===== config.mk =====
export PLATFORM = sky130hd
export DESIGN_NAME = seven_segment_two_wire_writer_unit
export DESIGN_NICKNAME = d
export VERILOG_FILES = /design/src/design/ssw_pkg.sv /design/src/design/ssw_front.sv /design/src/design/ssw_queue.sv /design/src/design/ssw_back.sv /design/src/design/seven_segment_two_wire_writer_unit.sv
export SDC_FILE = /design/constraint.sdc
export NUM_CORES = 1
export LEC_CHECK = 0
export BUFFER_PORTS_ARGS = -buffer_cell sky130_fd_sc_hd__buf_2
export CAP_MARGIN = 20
export CORE_UTILIZATION = 62
export DETAILED_ROUTE_END_ITERATION = 8
export PLACE_DENSITY = 0.8
export SYNTH_ARGS = -nofsm -noshare
export SYNTH_HDL_FRONTEND = slang
export SYNTH_SLANG_ARGS = --single-unit

===== constraint.sdc =====
create_clock -name clk -period 8.5 [get_ports clk]
set_input_delay 0.85 -clock clk [delete_from_list [all_inputs] [get_ports clk]]
set_output_delay 0.85 -clock clk [all_outputs]
set_load 0.02 [all_outputs]

===== src/design/ssw_pkg.sv =====
package ssw_pkg;

  // Action codes of an input word
  localparam logic [1:0] ACT_TICK  = 2'd0;
  localparam logic [1:0] ACT_SHOW  = 2'd1;
  localparam logic [1:0] ACT_CLEAR = 2'd2;

  // Classified request kinds
  localparam logic [1:0] KIND_TICK  = 2'd0;
  localparam logic [1:0] KIND_SHOW  = 2'd1;
  localparam logic [1:0] KIND_CLEAR = 2'd2;

  // Frame steps of one digit group
  localparam logic [3:0] STEP_IDLE    = 4'd0;
  localparam logic [3:0] STEP_START_A = 4'd1;
  localparam logic [3:0] STEP_CMD     = 4'd2;
  localparam logic [3:0] STEP_STOP_A  = 4'd3;
  localparam logic [3:0] STEP_START_B = 4'd4;
  localparam logic [3:0] STEP_ADDR    = 4'd5;
  localparam logic [3:0] STEP_DATA    = 4'd6;
  localparam logic [3:0] STEP_STOP_B  = 4'd7;
  localparam logic [3:0] STEP_START_C = 4'd8;
  localparam logic [3:0] STEP_CTRL    = 4'd9;
  localparam logic [3:0] STEP_STOP_C  = 4'd10;

  // Bit phases
  localparam logic [4:0] PH_FIRST       = 5'd0;
  localparam logic [4:0] PH_STOP_DIO_LO = 5'd1;
  localparam logic [4:0] PH_STOP_CLK_HI = 5'd2;
  localparam logic [4:0] PH_ACK_REL     = 5'd16;
  localparam logic [4:0] PH_ACK_SAMPLE  = 5'd17;
  localparam logic [4:0] PH_ACK_CLK     = 5'd18;

  // Protocol bytes
  localparam logic [7:0] CMD_FIXED_ADDR = 8'h44;
  localparam logic [7:0] CMD_ADDR_BASE  = 8'hC0;
  localparam logic [7:0] CMD_DISPLAY_ON = 8'h88;

  // Configuration register indexes
  localparam logic [7:0] REG_BRIGHTNESS = 8'd0;
  localparam logic [7:0] REG_HALF_TICKS = 8'd1;

  // Reciprocal of ten for 16-bit values: q = (n * RECIP_TEN) >> RECIP_SHIFT
  localparam logic [15:0] RECIP_TEN   = 16'hCCCD;
  localparam int          RECIP_SHIFT = 19;

  localparam int QUEUE_DEPTH = 2;

  typedef struct packed {
    logic [1:0]  action;
    logic [15:0] number;
    logic        dio_in;
  } in_item_t;

  typedef struct packed {
    logic clk_level;
    logic dio_level;
    logic dio_drive;
    logic busy_res;
    logic ack_missing;
  } out_item_t;

  typedef struct packed {
    logic [1:0]  kind;
    logic [15:0] number;
    logic        dio_in;
  } req_t;

  typedef struct packed {
    logic [2:0] brightness;
    logic [7:0] half_period_ticks;
  } cfg_t;

  function automatic logic [7:0] seg_of(input logic [3:0] digit);
    logic [7:0] seg;
    unique case (digit)
      4'd0: seg = 8'h3F;
      4'd1: seg = 8'h06;
      4'd2: seg = 8'h5B;
      4'd3: seg = 8'h4F;
      4'd4: seg = 8'h66;
      4'd5: seg = 8'h6D;
      4'd6: seg = 8'h7D;
      4'd7: seg = 8'h07;
      4'd8: seg = 8'h7F;
      4'd9: seg = 8'h6F;
      default: seg = 8'h00;
    endcase
    return seg;
  endfunction

endpackage


===== src/design/ssw_front.sv =====
module ssw_front import ssw_pkg::*; (
  input  logic     clk,
  input  logic     rst_n,
  input  logic     in_valid,
  output logic     in_stall,
  input  in_item_t in_data,
  output logic     req_valid,
  input  logic     req_ready,
  output req_t     req_data
);

  logic fr_valid_r;
  req_t fr_req_r;
  logic take;
  req_t cls;

  // Unknown action codes count as a plain tick
  always_comb begin
    cls.number = in_data.number;
    cls.dio_in = in_data.dio_in;
    unique case (in_data.action)
      ACT_SHOW:  cls.kind = KIND_SHOW;
      ACT_CLEAR: cls.kind = KIND_CLEAR;
      default:   cls.kind = KIND_TICK;
    endcase
  end

  assign in_stall = fr_valid_r && !req_ready;
  assign take     = in_valid && !in_stall;

  always_ff @(posedge clk) begin
    if (!rst_n) begin
      fr_valid_r <= 1'b0;
    end else if (take) begin
      fr_valid_r <= 1'b1;
    end else if (req_ready) begin
      fr_valid_r <= 1'b0;
    end
  end

  always_ff @(posedge clk) begin
    if (take) begin
      fr_req_r <= cls;
    end
  end

  assign req_valid = fr_valid_r;
  assign req_data  = fr_req_r;

endmodule


===== src/design/ssw_queue.sv =====
module ssw_queue import ssw_pkg::*; (
  input  logic clk,
  input  logic rst_n,
  input  logic push_valid,
  output logic push_ready,
  input  req_t push_data,
  output logic pop_valid,
  input  logic pop_ready,
  output req_t pop_data
);

  localparam int PW = (QUEUE_DEPTH > 1) ? $clog2(QUEUE_DEPTH) : 1;
  localparam int CW = $clog2(QUEUE_DEPTH + 1);

  req_t          slot_r [QUEUE_DEPTH];
  logic [PW-1:0] wr_ptr_r, rd_ptr_r;
  logic [CW-1:0] count_r;
  logic          push, pop;

  assign push_ready = (count_r != CW'(QUEUE_DEPTH));
  assign pop_valid  = (count_r != '0);
  assign push       = push_valid && push_ready;
  assign pop        = pop_valid && pop_ready;
  assign pop_data   = slot_r[rd_ptr_r];

  always_ff @(posedge clk) begin
    if (!rst_n) begin
      wr_ptr_r <= '0;
      rd_ptr_r <= '0;
      count_r  <= '0;
    end else begin
      if (push) begin
        wr_ptr_r <= (wr_ptr_r == PW'(QUEUE_DEPTH - 1)) ? '0 : wr_ptr_r + 1'b1;
      end
      if (pop) begin
        rd_ptr_r <= (rd_ptr_r == PW'(QUEUE_DEPTH - 1)) ? '0 : rd_ptr_r + 1'b1;
      end
      if (push && !pop) begin
        count_r <= count_r + 1'b1;
      end else if (pop && !push) begin
        count_r <= count_r - 1'b1;
      end
    end
  end

  always_ff @(posedge clk) begin
    if (push) begin
      slot_r[wr_ptr_r] <= push_data;
    end
  end

endmodule


===== src/design/ssw_back.sv =====
module ssw_back import ssw_pkg::*; #(
  parameter int DIGITS = 4
) (
  input  logic      clk,
  input  logic      rst_n,
  input  cfg_t      cfg,
  input  logic      req_valid,
  output logic      req_ready,
  input  req_t      req_data,
  output logic      out_valid,
  input  logic      out_stall,
  output out_item_t out_data
);

  localparam int PCW = (DIGITS > 1) ? $clog2(DIGITS) : 1;

  logic [3:0]     step_r, step_nxt, step_e;
  logic [4:0]     ph_r, ph_nxt, ph_e;
  logic [PCW-1:0] pos_r, pos_nxt, pos_e;
  logic [7:0]     wait_r, wait_nxt, wait_e;
  logic [7:0]     shift_r, shift_nxt;
  logic           pclk_r, pclk_nxt, pdio_r, pdio_nxt, pdrv_r, pdrv_nxt;
  logic [15:0]    value_r, value_nxt;
  logic           clear_r, clear_nxt;
  logic [12:0]    quot_r;
  logic [3:0]     dig_r;
  logic [31:0]    prod;
  logic [15:0]    rem_full;
  logic           out_valid_r;
  out_item_t      out_r, out_nxt;
  logic           pop, start, waits, adv, miss;
  logic [2:0]     cur_pos;
  logic [7:0]     byte_sel;

  assign req_ready = !out_valid_r || !out_stall;
  assign pop       = req_valid && req_ready;
  assign start     = (step_r == STEP_IDLE) &&
                     (req_data.kind == KIND_SHOW || req_data.kind == KIND_CLEAR);

  // Digit peel: low digit and quotient of the remaining value, settled long before use
  assign prod     = value_r * RECIP_TEN;
  assign rem_full = value_r - {quot_r, 3'b000} - {2'b00, quot_r, 1'b0};

  always_ff @(posedge clk) begin
    quot_r <= prod[31:RECIP_SHIFT];
    dig_r  <= rem_full[3:0];
  end

  assign step_e = start ? STEP_START_A : step_r;
  assign ph_e   = start ? PH_FIRST : ph_r;
  assign pos_e  = start ? '0 : pos_r;
  assign wait_e = start ? 8'd0 : wait_r;

  assign cur_pos = 3'(DIGITS - 1) - 3'(pos_e);

  always_comb begin
    unique case (step_e)
      STEP_CMD:  byte_sel = CMD_FIXED_ADDR;
      STEP_ADDR: byte_sel = CMD_ADDR_BASE | {5'd0, cur_pos};
      STEP_DATA: byte_sel = clear_r ? 8'h00 : seg_of(dig_r);
      default:   byte_sel = CMD_DISPLAY_ON | {5'd0, cfg.brightness};
    endcase
  end

  always_comb begin
    step_nxt  = step_r;
    ph_nxt    = ph_r;
    pos_nxt   = pos_r;
    wait_nxt  = wait_r;
    shift_nxt = shift_r;
    pclk_nxt  = pclk_r;
    pdio_nxt  = pdio_r;
    pdrv_nxt  = pdrv_r;
    value_nxt = value_r;
    clear_nxt = clear_r;
    waits     = 1'b1;
    adv       = 1'b0;
    miss      = 1'b0;
    if (pop) begin
      if (start) begin
        value_nxt = req_data.number;
        clear_nxt = (req_data.kind == KIND_CLEAR);
      end
      step_nxt = step_e;
      ph_nxt   = ph_e;
      pos_nxt  = pos_e;
      wait_nxt = wait_e;
      if (step_e != STEP_IDLE) begin
        if (wait_e != 8'd0) begin
          wait_nxt = wait_e - 8'd1;
        end else begin
          unique case (step_e)
            STEP_START_A, STEP_START_B, STEP_START_C: begin
              if (ph_e == PH_FIRST) begin
                pclk_nxt = 1'b1;
                pdio_nxt = 1'b1;
                pdrv_nxt = 1'b1;
                ph_nxt   = ph_e + 5'd1;
              end else begin
                pdio_nxt = 1'b0;
                adv      = 1'b1;
              end
            end
            STEP_STOP_A, STEP_STOP_B, STEP_STOP_C: begin
              priority case (ph_e)
                PH_FIRST:       pclk_nxt = 1'b0;
                PH_STOP_DIO_LO: pdio_nxt = 1'b0;
                PH_STOP_CLK_HI: pclk_nxt = 1'b1;
                default: begin
                  pdio_nxt = 1'b1;
                  adv      = 1'b1;
                end
              endcase
              ph_nxt = ph_e + 5'd1;
            end
            default: begin
              if (ph_e < PH_ACK_REL) begin
                if (!ph_e[0]) begin
                  if (ph_e == PH_FIRST) begin
                    shift_nxt = byte_sel;
                  end
                  pclk_nxt = 1'b0;
                end else begin
                  pdio_nxt  = shift_r[0];
                  shift_nxt = {1'b0, shift_r[7:1]};
                  pclk_nxt  = 1'b1;
                end
                ph_nxt = ph_e + 5'd1;
              end else begin
                priority case (ph_e)
                  PH_ACK_REL: begin
                    pclk_nxt = 1'b0;
                    pdrv_nxt = 1'b0;
                    pdio_nxt = 1'b1;
                  end
                  PH_ACK_SAMPLE: begin
                    if (req_data.dio_in) begin
                      pdrv_nxt = 1'b1;
                      pdio_nxt = 1'b0;
                      miss     = 1'b1;
                    end
                  end
                  PH_ACK_CLK: pclk_nxt = 1'b1;
                  default: begin
                    pclk_nxt = 1'b0;
                    pdrv_nxt = 1'b1;
                    adv      = 1'b1;
                  end
                endcase
                ph_nxt = ph_e + 5'd1;
              end
            end
          endcase
          if (adv) begin
            waits  = 1'b0;
            ph_nxt = PH_FIRST;
            if (step_e >= STEP_STOP_C) begin
              // group done: drop the sent digit
              value_nxt = {3'b000, quot_r};
              if (pos_e == PCW'(DIGITS - 1)) begin
                step_nxt = STEP_IDLE;
                pos_nxt  = '0;
              end else begin
                step_nxt = STEP_START_A;
                pos_nxt  = pos_e + 1'b1;
              end
            end else begin
              step_nxt = step_e + 4'd1;
            end
          end
          if (waits) begin
            wait_nxt = cfg.half_period_ticks;
          end
        end
      end
    end
  end

  always_comb begin
    out_nxt.clk_level   = pclk_nxt;
    out_nxt.dio_level   = pdio_nxt;
    out_nxt.dio_drive   = pdrv_nxt;
    out_nxt.busy_res    = (step_nxt != STEP_IDLE);
    out_nxt.ack_missing = miss;
  end

  always_ff @(posedge clk) begin
    if (!rst_n) begin
      step_r      <= STEP_IDLE;
      ph_r        <= '0;
      pos_r       <= '0;
      wait_r      <= '0;
      shift_r     <= '0;
      pclk_r      <= 1'b0;
      pdio_r      <= 1'b0;
      pdrv_r      <= 1'b1;
      clear_r     <= 1'b0;
      value_r     <= '0;
      out_valid_r <= 1'b0;
    end else begin
      step_r  <= step_nxt;
      ph_r    <= ph_nxt;
      pos_r   <= pos_nxt;
      wait_r  <= wait_nxt;
      shift_r <= shift_nxt;
      pclk_r  <= pclk_nxt;
      pdio_r  <= pdio_nxt;
      pdrv_r  <= pdrv_nxt;
      clear_r <= clear_nxt;
      value_r <= value_nxt;
      if (pop) begin
        out_valid_r <= 1'b1;
      end else if (!out_stall) begin
        out_valid_r <= 1'b0;
      end
    end
  end

  always_ff @(posedge clk) begin
    if (pop) begin
      out_r <= out_nxt;
    end
  end

  assign out_valid = out_valid_r;
  assign out_data  = out_r;

endmodule


===== src/design/seven_segment_two_wire_writer_unit.sv =====
// Path: a word's result passes through the input register, the request queue and the output
// register, in that order.
// Throughput: one word per cycle while out_stall is low, set by the back-end sequencer that
// performs one line change or one wait tick per word.
// Reset (rst_n, synchronous, active low) empties all stages, idles the sequencer,
// drives the clock line low and the data line low, brightness 3, half period 50.
module seven_segment_two_wire_writer_unit import ssw_pkg::*; #(
  parameter int DIGITS = 4
) (
  input  logic      clk,
  input  logic      rst_n,
  input  logic      in_valid,
  output logic      in_stall,
  input  in_item_t  in_data,
  output logic      out_valid,
  input  logic      out_stall,
  output out_item_t out_data,
  input  logic      cfg_valid,
  output logic      cfg_ready,
  input  logic [7:0] cfg_index,
  input  logic [7:0] cfg_data
);

  // Configuration registers; writes to unknown indexes are dropped.
  logic [2:0] brightness_r;
  logic [7:0] half_ticks_r;
  cfg_t       cfg;

  assign cfg_ready = 1'b1;

  always_ff @(posedge clk) begin
    if (!rst_n) begin
      brightness_r <= 3'd3;
      half_ticks_r <= 8'd50;
    end else if (cfg_valid && cfg_ready) begin
      if (cfg_index == REG_BRIGHTNESS) begin
        brightness_r <= cfg_data[2:0];
      end else if (cfg_index == REG_HALF_TICKS) begin
        half_ticks_r <= cfg_data;
      end
    end
  end

  assign cfg.brightness        = brightness_r;
  assign cfg.half_period_ticks = half_ticks_r;

  // Front end: register each word and classify it as tick, show or clear.
  logic fq_valid, fq_ready;
  req_t fq_data;

  ssw_front u_front (
    .clk       (clk),
    .rst_n     (rst_n),
    .in_valid  (in_valid),
    .in_stall  (in_stall),
    .in_data   (in_data),
    .req_valid (fq_valid),
    .req_ready (fq_ready),
    .req_data  (fq_data)
  );

  // Short queue: lets the front keep taking words while the output side stalls briefly.
  logic qb_valid, qb_ready;
  req_t qb_data;

  ssw_queue u_queue (
    .clk        (clk),
    .rst_n      (rst_n),
    .push_valid (fq_valid),
    .push_ready (fq_ready),
    .push_data  (fq_data),
    .pop_valid  (qb_valid),
    .pop_ready  (qb_ready),
    .pop_data   (qb_data)
  );

  // Back end: frame sequencer. Every word is one tick; a show or clear word that
  // arrives while idle starts a run of DIGITS groups, each with three framed
  // transfers, least significant digit first. The output register holds the
  // pin levels while the next word is worked on.
  ssw_back #(
    .DIGITS (DIGITS)
  ) u_back (
    .clk       (clk),
    .rst_n     (rst_n),
    .cfg       (cfg),
    .req_valid (qb_valid),
    .req_ready (qb_ready),
    .req_data  (qb_data),
    .out_valid (out_valid),
    .out_stall (out_stall),
    .out_data  (out_data)
  );

endmodule

* Yosys cells after proc, flatten, opt, wreduce, memory -nomap -nowiden
Memory sizes are Yosys's and may differ from the RTL's. A register that Yosys moved wholly into a read port is not among the register bits.
Index checks and enable logic that the tools add are counted.
Widths: inputs -> output; s select.
** Storage, ports and cells
- Flip-flop bits (word level) :: 101
- Latch bits :: 0
- Memory bits (writable) :: 38
- Memory bits (read-only) :: 112
- Input port bits :: 40
- Output and inout bits :: 8
- Word-level logic and storage cells :: 190
- Memories kept :: 2
** Operators by class
- $add $sub $neg :: 11
- Multiply operators :: 1
- Divide/modulo/power cells :: 0
- Magnitude comparators :: 2
- Equal/unequal tests :: 22
- Shifts and indexed selects :: 0
- Mux-type cells :: 85
- Bitwise gates (word level) :: 5
- Reductions and logical operators :: 36
** Memories
- (no name shown) :: words 16, bits a word 7, rd ports 1, clocked after Yosys merged registers in 1, wr ports 0, line ssw_pkg.sv:76 : unique case (digit)
- u_queue.slot_r :: words 2, bits a word 19, rd ports 1, clocked after Yosys merged registers in 1, wr ports 1, line ssw_queue.sv:15 : req_t slot_r [QUEUE_DEPTH];
** Operators by type and width (number)
- $mux 16 :: 5
- $mux 8 :: 7
- $mux 1 :: 42
- $mul 16x16->32 const B :: 1
- $mux 5 :: 6
- $mux 4 :: 6
- $pmux 8 s3 :: 1
- $eq 4x3->1 const B :: 4
- $mux 2 :: 8
- $pmux 1 s2 :: 8
- $eq 5x5->1 const B :: 3
- $reduce_or 3->1 :: 4
- $reduce_or 10->1 :: 1
- $eq 4x2->1 const B :: 2
- $eq 4x4->1 const B :: 2
- $eq 8x1->1 const B :: 1
- $logic_not 8->1 :: 1
- $reduce_bool 2->1 :: 4
- $reduce_bool 4->1 :: 2
- $reduce_bool 8->1 :: 1
- $sub 4x4->4 :: 2
- $sub 8x1->8 const B :: 1
- $logic_and 1x1->1 :: 7
- $eq 2x2->1 const B :: 3
- 26 further kinds :: 40

* Longest topological paths before layout
- Depth after elaboration :: 19
- Mapped depth :: 21
- Gate-level depth less buffers :: 21

* Cells and area by module
From an unflattened synthesis, not the netlist that was laid out.
** Unflattened totals
- Cells, all modules :: 1111
- Area, all modules :: 11219.5 µm²
** Modules (own cells, without submodules)
- ssw_back :: instances 1, cells each 953, area an instance 8478.1 µm², seq. area each 1511.4 µm²
- ssw_queue :: instances 1, cells each 83, area an instance 1610.3 µm², seq. area each 1241.2 µm²
- ssw_front :: instances 1, cells each 25, area an instance 630.6 µm², seq. area each 590.6 µm²
- seven_segment_two_wire_writer_unit :: instances 1, cells each 50, area an instance 500.5 µm², seq. area each 220.2 µm²

* Worst setup path after synthesis
No wires, ideal clock.
- Path type :: register to register
- Start point :: reg u_back.value_r[5]
- End point :: reg u_back.quot_r[12]
- Library setup time :: 0.132 ns
- Data arrival time :: 5.195 ns
- Required time :: 8.368 ns
- Setup slack :: 3.174 ns
- Stages on the path, launching flop included :: 20
- Buffers on the path :: 0
- Clock period less this slack :: 5.326 ns
- Cell sequence :: dfxtp_1 ha_1 xor2_1 ha_1 fa_1 inv_1 fa_1 inv_1 fa_1 inv_1 fa_1 inv_1 ha_1 a211oi_1 o211ai_1 a21oi_1 o31ai_1 a311o_1 a2111oi_0 nor3b_1
** Between the ends
- Word-level cells in the longest chain between the ends :: 1
** Ends and longest elaborated chain
- start, declared :: line ssw_back.sv:23 : logic [15:0] value_r, value_nxt;
- start signal, assigned :: line ssw_back.sv:210 : value_r <= value_nxt;
- $mul 16x16->32 :: line ssw_back.sv:41 : assign prod = value_r * RECIP_TEN;
- named net u_back.prod[31] :: line ssw_back.sv:27 : logic [31:0] prod;
- end signal, assigned :: line ssw_back.sv:45 : quot_r <= prod[31:RECIP_SHIFT];
- end, declared :: line ssw_back.sv:25 : logic [12:0] quot_r;
The timed path passes the listed nets, and every way through them passes these cells.
A chain may end at the register's enable or synchronous reset.

* Worst setup path in the final report
- Start point :: reg u_back.value_r[3]
- End point :: reg u_back.quot_r[9]
Same word-level chain as after synthesis.

==> metrics <==
critical-path maximum fanout 8; Post-CTS Repair Setup Buffers 0; Crit path arrival time 6560 ps; first-pass GRT wire length 38460 um; Worst-Margin Slew 997.5 ps; Core Rows 48; clock buffer depth 2; syn_area_per_cell 9.919 um^2; top_reg_cell synth dfxtp_1; clk_lat worst skew 430 ps; RSZ-0062 raised after global routing no; Synth top area share 16.66%; Hold Fails Final Rpt 0; crit end category flop; RD Place Congestion 0.8909; Slowest-stage cell, CP o21ai_0; root buffer cell clkbuf_16; yosys warns 0; Most common cell on crit path fa_1; share of cells above drive strength 1 8.469%; Total Wirelength 23690 um; DRC errors left 0; per-cell routed wire length 16.99 um; P&R area growth vs syn 8.618%; largest net degree at the start of global routing 73; Final nets 1422; async set-reset flop share out of synthesis 0%; Final ANT Viol Nets 0; Die Y 136.3 um; HPWL Detailed 18380 um; Synth cell types 70; Synth area leaders edfxtp_1 (17%), ha_1 (16%), dfxtp_1 (15%); area leader, netlist edfxtp_1; worst path required time 8860 ps; Clk pin slew, worst setup/hold paths 60 ps; outcome finished clean; clock tree sinks 147; number of global-route vias before repair 7733; hold buffers post-CTS 0; Port Buf Inserts 46; Mapped Cells 1127; register area share after synthesis 31.88%; H-tree depth 4; critical-path cell list ha_1 > inv_1 > fa_1 > inv_1 > fa_1 > fa_1 > fa_1 > inv_1 > fa_1 > inv_1 > ha_1 > and3_1 > nand3_1 > a211oi_1 > a21oi_1 > o21ai_0 > o221ai_1 > o21bai_1 > xor2_1; fin crit period 6205 ps; post-CTS sizing 0; IO Count 48; gr usage total 27.22%; CTS buffer count 17; Finish-stage setup viols 0; total negative slack for setup checks 0 ps; #FFs+latches synth 147; n_diodes 0; Post-synth EDFFs 62; crit path launch type flop; Clock Skew 13.59 ps; Max stage delay on crit path 620 ps; initial antenna violation count 0; synthesized area 11180 um^2; DRT iter0 DRCs 578; vias per std cell 5.760; worst min path class flop to flop; Post-Syn Nets 1393; Core ar. 17480 um^2; Detailed Routing Iterations Pass 1 5; Max Freq 0.1612 GHz; max-slew violation count 0; Rel. slew slack 32.95%; die area 18570 um^2; maxcap violations 0; CTS tree built; initial core utilization 63.96%; Die Width 136.3 um; gr ovfl total 0; vias post-DR 8030; crit share post-route 73.00%; crit path kind flop to flop
## through the flow
stage               setup slack, ps  instance area (um^2)  hold slack (ps)  cells  utilization, %
global placement               2580                 11560            422.3   1362           66.13
floorplan                      3174                 11180            421.5   1127               -
detailed placement             2404                 11560            433.8   1362           66.13
global route                   1920                 12140            458.7   1394           69.47
finish                         2295                 12140            446.9   1394           69.47
CTS                            2381                 12140            448.2   1394           69.47
## sequential cells by signal, summed over array words and instances, names as in the netlist, 3 cells and up, named ones only
register and cells:
u_back.shift_r 8, half_ticks_r 8, brightness_r 3, u_back.value_r 16, u_queue.slot_r 38, u_back.step_r 4
u_back.out_data 5, u_back.quot_r 13, u_front.req_data 19, u_back.wait_r 8, u_back.ph_r 5
## synthesized netlist by cell type (6+ instances only)
cell / instances
nor4_1: 6
nor2_1: 53
a211o_1: 15
o31ai_1: 6
fa_1: 79
a21o_1: 8
o21ai_0: 51
nand2b_1: 12
dfxtp_1: 85
o211ai_1: 8
nand2_1: 78
inv_1: 185
a31oi_1: 18
buf_2: 7
nand3_1: 14
and3_1: 8
a211oi_1: 7
mux2i_1: 30
nor2b_1: 20
o22ai_1: 8
o21a_1: 10
xnor2_1: 20
a21boi_0: 12
edfxtp_1: 62
a21oi_1: 34
clkbuf_1: 31
nor3_1: 10
and2_1: 12
ha_1: 147
xor2_1: 13
## cell families after synthesis
group	Yosys count	share of synthesized area [%]
other cells	1	0.03355
buf+inv	229	7.969
mux	35	3.190
simple gates	238	10.39
xor+xnor	33	2.586
compound gates	218	13.35
fa+ha+maj	226	30.60
flops	147	31.88
## worst paths after layout
check                                      start                             end  slack, ps  depth (start not counted)
hold reg to reg    u_front.req_data[1]$_DFFE_PP_  u_queue.slot_r[0][1]$_DFFE_PP_        450                          0
setup reg to reg  u_back.value_r[3]$_SDFFE_PN0P_        u_back.quot_r[9]$_DFF_P_       2290                         19
hold / removal     u_front.req_data[1]$_DFFE_PP_  u_queue.slot_r[0][1]$_DFFE_PP_        450                          0
setup / recovery  u_back.value_r[3]$_SDFFE_PN0P_        u_back.quot_r[9]$_DFF_P_       2290                         19
## layer usage
metal | wire length [um] | vias to the layer above | share of wire, % | track usage, %
li1 | - | 3918 | - | -
met1 | 11100 | 3847 | 47 | 38.87
met2 | 10840 | 228 | 46 | 41.99
met3 | 1228 | 37 | 5.2 | 4.847
met4 | 527 | 0 | 2.2 | 8.457
met5 | 0 | - | 0 | 0
## cell type report
class,instances,area [um^2]
Fill cell,1332,5335
Clock buffer,20,478.0
Inverter,186,698.2
Clock inverter,12,106.4
Sequential cell,147,3563
Timing Repair Buffer,53,282.8
Tap cell,225,281.5
Multi-Input combinational cell,751,6731
## worst max-delay path, delay by kind of cell, from the launching register on
family,cells,cell delay [ps]
and+or+nand+nor,2,250
buffers and inverters,4,240
adders and majority gates,7,3320
AOI/OAI and AO/OA,5,1740
xor gates and xnor gates,1,160
DFF,1,420
## cells in the final DEF, fill, tap and decap left out, types with 14 or more instances in the layout
| cell type | n |
|---|---|
| a211o_1 | 15 |
| a21oi_1 | 34 |
| a31oi_1 | 18 |
| buf_2 | 46 |
| clkbuf_16 | 18 |
| dfxtp_1 | 85 |
| edfxtp_1 | 62 |
| fa_1 | 79 |
| ha_1 | 147 |
| inv_1 | 185 |
| mux2i_1 | 30 |
| nand2_1 | 78 |
| nand3_1 | 14 |
| nor2_1 | 52 |
| nor2b_1 | 20 |
| o21ai_0 | 51 |
| xnor2_1 | 20 |
Power is left out: the tool's default activity adds up to more than one toggle a clock period on the data nets, which glitch-free logic cannot reach.
